## src/rtl/core/fifo_slot_dispatcher_macros.svh

```systemverilog
// assertion macros for the fifo slot dispatcher
// no dependencies; define NO_ASSERTIONS to compile them away
`ifndef FIFO_SLOT_DISPATCHER_MACROS_SVH
`define FIFO_SLOT_DISPATCHER_MACROS_SVH
`ifndef NO_ASSERTIONS
// property that must hold at every clock edge outside reset
`define FSD_ASSERT(lbl, clk, rst_n, prop, msg) \
    lbl: assert property (@(posedge clk) disable iff (!rst_n) prop) else $error(msg);
// consequent must hold in the cycle after the antecedent
`define FSD_ASSERT_NEXT(lbl, clk, rst_n, ante, cons, msg) \
    lbl: assert property (@(posedge clk) disable iff (!rst_n) (ante) |=> (cons)) else $error(msg);
`else
`define FSD_ASSERT(lbl, clk, rst_n, prop, msg)
`define FSD_ASSERT_NEXT(lbl, clk, rst_n, ante, cons, msg)
`endif
`endif

```

## src/rtl/core/fsd_pkg.sv

```systemverilog
// shared types and constants of the fifo slot dispatcher
// no dependencies
package fsd_pkg;

    // default sizing
    localparam int PROCESSORS_DEF   = 2;
    localparam int CORES_EACH_DEF   = 2;
    localparam int THREADS_EACH_DEF = 2;
    localparam int FIFO_DEPTH_DEF   = 128;

    // field widths
    localparam int ID_W      = 16;
    localparam int LIFE_W    = 8;
    localparam int CFG_W     = 8;
    localparam int CFG_IDX_W = 2;

    // register reset values
    localparam logic [CFG_W-1:0] QUEUE_LIMIT_RST     = 8'd100;
    localparam logic [CFG_W-1:0] ADMIT_PERIOD_RST    = 8'd2;
    localparam logic [CFG_W-1:0] DISPATCH_PERIOD_RST = 8'd3;

    // configuration register indexes
    typedef enum logic [CFG_IDX_W-1:0] {
        CFG_QUEUE_LIMIT     = 2'd0,
        CFG_ADMIT_PERIOD    = 2'd1,
        CFG_DISPATCH_PERIOD = 2'd2
    } t_cfg_idx;

    // one job as it waits in the queue or runs in a slot
    typedef struct packed {
        logic [ID_W-1:0]   id;
        logic [LIFE_W-1:0] life;
    } t_job;

    // command to the slot table
    typedef struct packed {
        logic age;
        logic load;
        t_job job;
    } t_slot_cmd;

    // status of the addressed slot
    typedef struct packed {
        logic busy;
        logic expired;
    } t_slot_stat;

endpackage

```

## src/rtl/core/fifo_slot_dispatcher.sv

```systemverilog
// fifo_slot_dispatcher: one tick item in, one result item out; stall is high while a tick is worked.
// a tick steps through accept, aging of every slot, admission and output; a dispatch tick also checks
// the slots after admission, with a queue head read before the first check and after each move.
// the slot table is walked one slot per cycle, but for those head reads, by a single sequencer; results
// wait in an output register so the next tick can be taken while the last result is stalled.
// reset (i_rst_n low, synchronous): slots idle, queue empty, next id 1, registers to defaults.
`include "fifo_slot_dispatcher_macros.svh"
module fifo_slot_dispatcher #(
    parameter int PROCESSORS   = fsd_pkg::PROCESSORS_DEF,
    parameter int CORES_EACH   = fsd_pkg::CORES_EACH_DEF,
    parameter int THREADS_EACH = fsd_pkg::THREADS_EACH_DEF,
    parameter int FIFO_DEPTH   = fsd_pkg::FIFO_DEPTH_DEF
) (
    input  logic                             i_clk,
    input  logic                             i_rst_n,
    // tick input channel
    input  logic                             i_in_valid,
    output logic                             o_in_stall,
    input  logic [fsd_pkg::LIFE_W-1:0]       i_new_lifetime,
    // result channel
    output logic                             o_out_valid,
    input  logic                             i_out_stall,
    output logic                             o_admitted,
    output logic [fsd_pkg::ID_W-1:0]         o_admitted_id,
    output logic [3:0]                       o_dispatched_count,
    output logic [3:0]                       o_finished_count,
    output logic [3:0]                       o_running_count,
    output logic [7:0]                       o_waiting_count,
    // configuration write channel
    input  logic                             i_cfg_valid,
    output logic                             o_cfg_ready,
    input  logic [fsd_pkg::CFG_IDX_W-1:0]    i_cfg_index,
    input  logic [fsd_pkg::CFG_W-1:0]        i_cfg_data
);

    localparam int NSLOTS = PROCESSORS * CORES_EACH * THREADS_EACH;
    localparam int SLOT_W = (NSLOTS > 1) ? $clog2(NSLOTS) : 1;
    localparam int CNT_W  = ($clog2(NSLOTS + 1) > 4) ? $clog2(NSLOTS + 1) : 4;
    localparam int FILL_W = ($clog2(FIFO_DEPTH + 1) > 8) ? $clog2(FIFO_DEPTH + 1) : 8;
    localparam logic [SLOT_W-1:0] SLOT_LAST = SLOT_W'(NSLOTS - 1);
    localparam int CW = fsd_pkg::CFG_W;

    typedef enum logic [5:0] {
        ST_IDLE  = 6'b000001,
        ST_AGE   = 6'b000010,
        ST_ADMIT = 6'b000100,
        ST_DWAIT = 6'b001000,
        ST_DSLOT = 6'b010000,
        ST_OUT   = 6'b100000
    } t_state;

    t_state                      r_state, n_state;
    logic [SLOT_W-1:0]           r_slot, n_slot;
    logic [fsd_pkg::LIFE_W-1:0]  r_life, n_life;
    logic [CNT_W-1:0]            r_fin, n_fin;
    logic [CNT_W-1:0]            r_dsp, n_dsp;
    logic [CNT_W-1:0]            r_busy, n_busy;
    logic                        r_adm, n_adm;
    logic [fsd_pkg::ID_W-1:0]    r_adm_id, n_adm_id;
    logic [fsd_pkg::ID_W-1:0]    r_next_id, n_next_id;
    logic [CW-1:0]               r_admit_ticks, n_admit_ticks;
    logic [CW-1:0]               r_dispatch_ticks, n_dispatch_ticks;
    logic [CW-1:0]               r_queue_limit;
    logic [CW-1:0]               r_admit_period;
    logic [CW-1:0]               r_dispatch_period;
    logic                        r_out_valid, n_out_valid;
    logic                        r_o_adm;
    logic [fsd_pkg::ID_W-1:0]    r_o_adm_id;
    logic [3:0]                  r_o_dsp, r_o_fin, r_o_run;
    logic [7:0]                  r_o_wait;

    logic                        in_acc;
    logic                        out_load;
    logic [CW:0]                 admit_sum, dispatch_sum;
    logic                        admit_fire, dispatch_fire;
    logic                        q_push, q_pop;
    fsd_pkg::t_job               q_push_data, q_head;
    logic [FILL_W-1:0]           q_fill;
    fsd_pkg::t_slot_cmd          slot_cmd;
    fsd_pkg::t_slot_stat         slot_stat;

    fsd_slots #(
        .NSLOTS (NSLOTS),
        .SLOT_W (SLOT_W)
    ) u_slots (
        .i_clk   (i_clk),
        .i_rst_n (i_rst_n),
        .i_idx   (r_slot),
        .i_cmd   (slot_cmd),
        .o_stat  (slot_stat)
    );

    fsd_queue #(
        .DEPTH  (FIFO_DEPTH),
        .FILL_W (FILL_W)
    ) u_queue (
        .i_clk       (i_clk),
        .i_rst_n     (i_rst_n),
        .i_push      (q_push),
        .i_push_data (q_push_data),
        .i_pop       (q_pop),
        .o_head_data (q_head),
        .o_fill      (q_fill)
    );

    // handshakes
    assign o_in_stall  = (r_state != ST_IDLE);
    assign in_acc      = i_in_valid && !o_in_stall;
    assign o_cfg_ready = 1'b1;
    assign out_load    = (r_state == ST_OUT) && (!r_out_valid || !i_out_stall);

    // period counters, both evaluated in the admission cycle
    assign admit_sum     = {1'b0, r_admit_ticks} + (CW + 1)'(1);
    assign dispatch_sum  = {1'b0, r_dispatch_ticks} + (CW + 1)'(1);
    assign admit_fire    = (admit_sum >= {1'b0, r_admit_period});
    assign dispatch_fire = (dispatch_sum >= {1'b0, r_dispatch_period});

    // sequencer
    always_comb begin
        n_state          = r_state;
        n_slot           = r_slot;
        n_life           = r_life;
        n_fin            = r_fin;
        n_dsp            = r_dsp;
        n_busy           = r_busy;
        n_adm            = r_adm;
        n_adm_id         = r_adm_id;
        n_next_id        = r_next_id;
        n_admit_ticks    = r_admit_ticks;
        n_dispatch_ticks = r_dispatch_ticks;
        q_push           = 1'b0;
        q_pop            = 1'b0;
        q_push_data.id   = r_next_id;
        q_push_data.life = r_life;
        slot_cmd.age     = 1'b0;
        slot_cmd.load    = 1'b0;
        slot_cmd.job     = q_head;
        unique case (r_state)
            ST_IDLE: begin
                if (in_acc) begin
                    n_life   = i_new_lifetime;
                    n_slot   = '0;
                    n_fin    = '0;
                    n_dsp    = '0;
                    n_adm    = 1'b0;
                    n_adm_id = '0;
                    n_state  = ST_AGE;
                end
            end
            ST_AGE: begin
                // one slot per cycle: free expired, decrement the rest
                slot_cmd.age = 1'b1;
                if (slot_stat.expired) begin
                    n_fin = r_fin + CNT_W'(1);
                    if (r_busy != '0) begin
                        n_busy = r_busy - CNT_W'(1);
                    end
                end
                if (r_slot == SLOT_LAST) begin
                    n_slot  = '0;
                    n_state = ST_ADMIT;
                end else begin
                    n_slot = r_slot + SLOT_W'(1);
                end
            end
            ST_ADMIT: begin
                n_admit_ticks    = admit_fire ? '0 : admit_sum[CW-1:0];
                n_dispatch_ticks = dispatch_fire ? '0 : dispatch_sum[CW-1:0];
                // limit is the smaller of the register and the queue depth
                if (admit_fire && (q_fill < {{(FILL_W - CW){1'b0}}, r_queue_limit})
                        && (q_fill < FILL_W'(FIFO_DEPTH))) begin
                    q_push    = 1'b1;
                    n_adm     = 1'b1;
                    n_adm_id  = r_next_id;
                    n_next_id = (r_next_id == '1) ? fsd_pkg::ID_W'(1)
                                                  : r_next_id + fsd_pkg::ID_W'(1);
                end
                n_state = dispatch_fire ? ST_DWAIT : ST_OUT;
            end
            ST_DWAIT: begin
                // queue head read settles
                n_state = ST_DSLOT;
            end
            ST_DSLOT: begin
                if (q_fill == '0) begin
                    n_state = ST_OUT;
                end else if (!slot_stat.busy) begin
                    slot_cmd.load = 1'b1;
                    q_pop         = 1'b1;
                    n_busy        = r_busy + CNT_W'(1);
                    n_dsp         = r_dsp + CNT_W'(1);
                    if (r_slot == SLOT_LAST) begin
                        n_state = ST_OUT;
                    end else begin
                        n_slot  = r_slot + SLOT_W'(1);
                        n_state = ST_DWAIT;
                    end
                end else if (r_slot == SLOT_LAST) begin
                    n_state = ST_OUT;
                end else begin
                    n_slot = r_slot + SLOT_W'(1);
                end
            end
            ST_OUT: begin
                if (out_load) begin
                    n_state = ST_IDLE;
                end
            end
            default: begin
                n_state = ST_IDLE;
            end
        endcase
    end

    // output register valid
    always_comb begin
        n_out_valid = r_out_valid;
        if (out_load) begin
            n_out_valid = 1'b1;
        end else if (r_out_valid && !i_out_stall) begin
            n_out_valid = 1'b0;
        end
    end

    // control state
    always_ff @(posedge i_clk) begin
        if (!i_rst_n) begin
            r_state          <= ST_IDLE;
            r_busy           <= '0;
            r_next_id        <= fsd_pkg::ID_W'(1);
            r_admit_ticks    <= '0;
            r_dispatch_ticks <= '0;
            r_out_valid      <= 1'b0;
        end else begin
            r_state          <= n_state;
            r_busy           <= n_busy;
            r_next_id        <= n_next_id;
            r_admit_ticks    <= n_admit_ticks;
            r_dispatch_ticks <= n_dispatch_ticks;
            r_out_valid      <= n_out_valid;
        end
    end

    // per-tick working values
    always_ff @(posedge i_clk) begin
        r_slot   <= n_slot;
        r_life   <= n_life;
        r_fin    <= n_fin;
        r_dsp    <= n_dsp;
        r_adm    <= n_adm;
        r_adm_id <= n_adm_id;
    end

    // configuration registers, unknown indexes ignored
    always_ff @(posedge i_clk) begin
        if (!i_rst_n) begin
            r_queue_limit     <= fsd_pkg::QUEUE_LIMIT_RST;
            r_admit_period    <= fsd_pkg::ADMIT_PERIOD_RST;
            r_dispatch_period <= fsd_pkg::DISPATCH_PERIOD_RST;
        end else if (i_cfg_valid && o_cfg_ready) begin
            unique case (i_cfg_index)
                fsd_pkg::CFG_QUEUE_LIMIT:     r_queue_limit     <= i_cfg_data;
                fsd_pkg::CFG_ADMIT_PERIOD:    r_admit_period    <= i_cfg_data;
                fsd_pkg::CFG_DISPATCH_PERIOD: r_dispatch_period <= i_cfg_data;
                default: begin
                end
            endcase
        end
    end

    // result payload register
    always_ff @(posedge i_clk) begin
        if (out_load) begin
            r_o_adm    <= r_adm;
            r_o_adm_id <= r_adm_id;
            r_o_dsp    <= r_dsp[3:0];
            r_o_fin    <= r_fin[3:0];
            r_o_run    <= r_busy[3:0];
            r_o_wait   <= q_fill[7:0];
        end
    end

    assign o_out_valid        = r_out_valid;
    assign o_admitted         = r_o_adm;
    assign o_admitted_id      = r_o_adm_id;
    assign o_dispatched_count = r_o_dsp;
    assign o_finished_count   = r_o_fin;
    assign o_running_count    = r_o_run;
    assign o_waiting_count    = r_o_wait;

    // checks
    `FSD_ASSERT(a_busy_bound, i_clk, i_rst_n, r_busy <= CNT_W'(NSLOTS), "busy count above slots")
    `FSD_ASSERT(a_push_room, i_clk, i_rst_n, q_push |-> (q_fill < FILL_W'(FIFO_DEPTH)), "push into full queue")
    `FSD_ASSERT(a_pop_nonempty, i_clk, i_rst_n, q_pop |-> (q_fill != '0), "pop from empty queue")
    `FSD_ASSERT_NEXT(a_accept_ages, i_clk, i_rst_n, in_acc, r_state == ST_AGE, "accepted item not aging")

endmodule

```

## src/rtl/core/fsd_slots.sv

```systemverilog
// execution slot table: job id and remaining lifetime per slot
// depends on fsd_pkg
module fsd_slots #(
    parameter int NSLOTS = 8,
    parameter int SLOT_W = 3
) (
    input  logic                  i_clk,
    input  logic                  i_rst_n,
    input  logic [SLOT_W-1:0]     i_idx,
    input  fsd_pkg::t_slot_cmd    i_cmd,
    output fsd_pkg::t_slot_stat   o_stat
);

    logic [fsd_pkg::ID_W-1:0]   r_id   [NSLOTS];
    logic [fsd_pkg::LIFE_W-1:0] r_life [NSLOTS];

    // status of the slot under the sequencer index
    always_comb begin
        o_stat.busy    = (r_id[i_idx] != '0);
        o_stat.expired = (r_id[i_idx] != '0) && (r_life[i_idx] == '0);
    end

    // aging frees or decrements, load fills an idle slot
    always_ff @(posedge i_clk) begin
        if (!i_rst_n) begin
            for (int s = 0; s < NSLOTS; s++) begin
                r_id[s]   <= '0;
                r_life[s] <= '0;
            end
        end else if (i_cmd.load) begin
            r_id[i_idx]   <= i_cmd.job.id;
            r_life[i_idx] <= i_cmd.job.life;
        end else if (i_cmd.age && (r_id[i_idx] != '0)) begin
            if (r_life[i_idx] == '0) begin
                r_id[i_idx] <= '0;
            end else begin
                r_life[i_idx] <= r_life[i_idx] - fsd_pkg::LIFE_W'(1);
            end
        end
    end

endmodule

```

## src/rtl/core/fsd_queue.sv

```systemverilog
// waiting job fifo: one memory, head and tail pointers, fill count
// depends on fsd_pkg
module fsd_queue #(
    parameter int DEPTH  = 128,
    parameter int FILL_W = 8
) (
    input  logic                i_clk,
    input  logic                i_rst_n,
    input  logic                i_push,
    input  fsd_pkg::t_job       i_push_data,
    input  logic                i_pop,
    output fsd_pkg::t_job       o_head_data,
    output logic [FILL_W-1:0]   o_fill
);

    localparam int PTR_W = $clog2(DEPTH);
    localparam logic [PTR_W-1:0] PTR_LAST = PTR_W'(DEPTH - 1);

    fsd_pkg::t_job     r_mem [DEPTH];
    fsd_pkg::t_job     r_head_data;
    logic [PTR_W-1:0]  r_head, n_head;
    logic [PTR_W-1:0]  r_tail, n_tail;
    logic [FILL_W-1:0] r_fill, n_fill;

    assign o_head_data = r_head_data;
    assign o_fill      = r_fill;

    // pointer and fill update, push and pop never coincide
    always_comb begin
        n_head = r_head;
        n_tail = r_tail;
        n_fill = r_fill;
        if (i_push) begin
            n_tail = (r_tail == PTR_LAST) ? '0 : r_tail + PTR_W'(1);
            n_fill = r_fill + FILL_W'(1);
        end else if (i_pop) begin
            n_head = (r_head == PTR_LAST) ? '0 : r_head + PTR_W'(1);
            n_fill = r_fill - FILL_W'(1);
        end
    end

    always_ff @(posedge i_clk) begin
        if (!i_rst_n) begin
            r_head <= '0;
            r_tail <= '0;
            r_fill <= '0;
        end else begin
            r_head <= n_head;
            r_tail <= n_tail;
            r_fill <= n_fill;
        end
    end

    // storage, registered read of the head entry
    always_ff @(posedge i_clk) begin
        if (i_push) begin
            r_mem[r_tail] <= i_push_data;
        end
        r_head_data <= r_mem[r_head];
    end

endmodule

```

## config.mk

```make
export PLATFORM = sky130hd
export DESIGN_NAME = fifo_slot_dispatcher
export DESIGN_NICKNAME = d
export VERILOG_FILES = /design/src/rtl/core/fsd_pkg.sv /design/src/rtl/core/fifo_slot_dispatcher.sv /design/src/rtl/core/fsd_slots.sv /design/src/rtl/core/fsd_queue.sv
export VERILOG_INCLUDE_DIRS = /design/src /design/src/rtl/core
export SDC_FILE = /design/constraint.sdc
export NUM_CORES = 2
export LEC_CHECK = 0
export ABC_CLOCK_PERIOD_IN_PS = 17500
export BUFFER_PORTS_ARGS = -buffer_cell sky130_fd_sc_hd__buf_4
export CAP_MARGIN = 20
export CORE_UTILIZATION = 60
export CTS_CLUSTER_DIAMETER = 150
export DETAILED_ROUTE_END_ITERATION = 8
export MAX_ROUTING_LAYER = met4
export PLACE_DENSITY = 0.76
export SYNTH_ARGS = -nofsm -noshare
export SYNTH_HDL_FRONTEND = slang
export SYNTH_HIERARCHICAL = 1
export SYNTH_SLANG_ARGS = --single-unit
```

## constraint.sdc

```tcl
create_clock -name i_clk -period 17.5 [get_ports i_clk]
set_clock_uncertainty 0.15 [all_clocks]
set_input_delay 1.75 -clock i_clk [delete_from_list [all_inputs] [get_ports i_clk]]
set_output_delay 1.75 -clock i_clk [all_outputs]
set_load 0.02 [all_outputs]
```

==> qor.yml <==
status: "completed"
synth_area_um2: 135000
grt_pass1_vias: 70300
die_w_um: 476
ys_ff_latch: 3450
async_reset_ff_share_pct: 0
setup_tns_ps: 0
drt_first_iter_violations: 11700
intPower_w: 0.0135
synthCells: 6977
initial_utilization_pct: 60.5
clkPwrFrac_pct: 42.1
fin_crit_sh_pct: 38.0
num_vias: 73300
clkTransAtPathRegs_ps: 60
cts_max_level: 5
peakVddDrop_uv: 78.6
grt_overflow: 0
drt-total-wl_mm: 359
pwr-share-seq_pct: 53.7
track_usage_pct: 32.8
synth_edf_count: 3337
rows: 173
flow.area_growth_from_synthesis_pct: 11.7
r2r_start: "r_admit_ticks[0]$_SDFFE_PN0P_"
first_pass_iters: 6
cts_made_buffers: 349
cp.arrival_ps: 7140
worstPathMaxFanout: 19
worst_pin_slew_ps: 1240
cts_setup_buffers: 0
dp_hpwl_mm: 211
crit_path_start_kind: "flop"
max_freq_mhz: 150
drtAntennaViolNets: 0
ys_types: 87
final-max-slew-violation-count: 0
p_leak_nw: 45.5
clockRootBuffer: "clkbuf_16"
cts_buffer_depth: 4
yosysWarnings: 6
syn_nets: 7044
drc_errors: 0
boundaryPins: 63
rsz0062_at_grt: "false"
synth_ff_type: "edfxtp_1"
cp-startpoint: "r_admit_ticks[0]$_SDFFE_PN0P_"
seq_area_frac_synth_pct: 76.2
final_net_count: 7335
gp_congestion: 0.955
finalSetupViolCount: 0
hp-start: "r_adm_id[15]$_SDFFCE_PN0P_"
endpoint_kind: "flop"
portBuffers: 61
cts_resized: 0
clk_latency_ps: 970
hold_violations: 0
antenna_found_initial: 24
power.net_switching_w: 0.00361
worstSetupPathType: "flop to flop"
cts_tree: "yes"
die_h_um: 476
holdBufCountCts: 0
netSwitchingFraction_pct: 21.1
post-route-min-period_ps: 6650
max-slew-margin-rel_pct: 17.3
grt_max_degree: 135
powerDensity_nw_per_um2: 114
cts.sinks: 3450
wl_per_cell_um: 34.1
die_area_um2: 226000
viasPerCell: 6.96
worst_ep_required_time_ps: 17990
power_frac_comb_pct: 4.2
grt_pass1_wl_mm: 507
post-route-util_pct: 67.6
cap_violations: 0
drive_above_1_share_pct: 21.8
syn_area_per_cell_um2: 19.3
pre_cts_ws_ps: 11020
hold_path_class: "flop to flop"
coreArea_um2: 223000
setup_slack_ps: 10850
==> state kept, by name, summed over array words and instances (netlist names), 6 cells and up <==
| name | flops |
|---|---|
| r_admit_period | 8 |
| r_admit_ticks | 8 |
| r_queue_limit | 8 |
| u_slots/r_id | 128 |
| r_state | 6 |
| r_dispatch_period | 8 |
| o_waiting_count | 8 |
| u_queue/r_mem | 3072 |
| r_adm_id | 16 |
| u_queue/o_head_data | 24 |
| u_queue/r_head | 7 |
| r_dispatch_ticks | 8 |
| u_queue/r_tail | 7 |
| u_queue/o_fill | 8 |
| u_slots/r_life | 64 |
| r_life | 8 |
| r_next_id | 16 |
| o_admitted_id | 16 |
==> metrics by stage <==
stage               total power, W  instance area (um^2)  hold slack [ps]  cells
finish                      0.0171                150000              271  10500
global route                0.0175                150000              282  10500
CTS                         0.0171                150000              270  10500
detailed placement          0.0101                139000              255   9882
global placement            0.0100                139000              258   9878
floorplan                  0.00980                135000              250   6977
==> cell usage in the layout (no fill, tap or decap), types with 22 or more instances in the layout <==
| master | n |
|---|---|
| a22o_1 | 39 |
| o21ai_0 | 73 |
| dfxtp_1 | 90 |
| bufinv_16 | 28 |
| a22oi_1 | 191 |
| inv_1 | 37 |
| nand3_1 | 116 |
| nand2_1 | 245 |
| o221ai_1 | 37 |
| a211oi_1 | 71 |
| nor2b_1 | 28 |
| mux2_2 | 57 |
| nor2_2 | 128 |
| ha_1 | 42 |
| a21oi_1 | 198 |
| a2111oi_0 | 22 |
| clkbuf_16 | 355 |
| o22ai_1 | 86 |
| clkbuf_1 | 74 |
| nand4_1 | 53 |
| clkinv_2 | 64 |
| mux4_2 | 557 |
| clkinv_1 | 70 |
| a31oi_1 | 24 |
| nor3_1 | 35 |
| edfxtp_1 | 3337 |
| diode_2 | 25 |
| nor2_1 | 240 |
| mux2i_1 | 458 |
| and3_1 | 42 |
| buf_4 | 323 |
==> cells by family after synthesis <==
family,synth area share [%]
and+or+nand+nor,3.54
xor gates and xnor gates,0.233
AOI/OAI and AO/OA,4.71
DFF,76.2
buffers and inverters,1.73
other,0.00279
muxes,13.2
adders and majority gates,0.420
==> power groups by stage <==
stage | clock network [W] | logic, W | registers [W]
5_1_grt | 0.00754 | 0.000758 | 0.00918
3_3_place_gp | 0 | 0.000676 | 0.00935
2_1_floorplan | 0 | 0.000369 | 0.00943
3_5_place_dp | 0 | 0.000699 | 0.00935
4_1_cts | 0.00724 | 0.000702 | 0.00918
6_report | 0.00719 | 0.000723 | 0.00918
==> worst paths after layout <==
kind | slack, ps | end | depth (start not counted)
worst max-delay path | 10850 | u_queue/r_mem[18][14]$_DFFE_PP_ | 15
worst min-delay path | 270 | o_admitted_id[15]$_DFFE_PP_ | 0
worst max register to register | 10850 | u_queue/r_mem[18][14]$_DFFE_PP_ | 15
worst min register to register | 270 | o_admitted_id[15]$_DFFE_PP_ | 0
==> cell type report <==
cell class                 instances  area, um^2
timing repair buffer             341        2710
antenna                           25        62.6
clock inverter                   175        1570
clock buffer                     440        9310
tap                             2975        3720
fill                           13700       72200
sequential                      3450      103000
inverter                          42         159
multi-input combinational       3084       30300
==> critical path: stages (launching register included) <==
cell	delay, ps
dfxtp_1	400
ha_1	210
nand3_1	120
nor2_1	260
xor2_1	240
ha_1	230
o21ai_1	80
nor2_1	170
nand4_1	310
a211o_1	550
inv_1	660
clkinv_1	750
nor2_1	330
nand2_1	590
nor2_2	880
buf_4	360
==> Yosys cell counts, types with 9 or more instances <==
library cell  number  share of area, %
nand3b_1           9             0.050
nand2b_1          14             0.065
and2_1            19             0.088
a21oi_1          200              0.74
mux2_2            57              0.48
xor2_1            16              0.10
clkbuf_1         157              0.44
nor3_1            40              0.15
o221ai_1          37              0.24
a211o_1           10             0.065
xnor2_1           18              0.12
o32a_1            18              0.13
nor2_1           372               1.0
buf_1             26             0.073
a21o_1            10             0.056
mux4_2           557               9.3
inv_1             37              0.10
dfxtp_1          113               1.7
nand3_1          117              0.44
nand2_1          245              0.68
a31oi_1           24              0.11
edfxtp_1        3337                74
buf_4             54              0.30
buf_2            125              0.46
a22oi_1          191               1.1
and3_1            42              0.20
o32ai_1           18              0.12
o211ai_1          15             0.084
o21ai_0           82              0.30
a211oi_1          72              0.40
a22o_1            39              0.25
nor2b_1           30              0.14
buf_6             35              0.29
o22ai_1           86              0.40
nor4_1            21             0.098
ha_1              42              0.39
a2111oi_0         25              0.16
nand4_1           53              0.25
mux2i_1          458               3.4
or3_1             13             0.060
a221oi_1          11             0.072
==> layer usage <==
layer	up-vias	track usage, %	wire length (um)
met5	-	-	0
met4	0	14.7	18300
met3	777	8.34	49200
met2	5605	47.3	163000
met1	37700	44.5	128000
li1	29300	-	-
(Power assumes the default switching activity.)
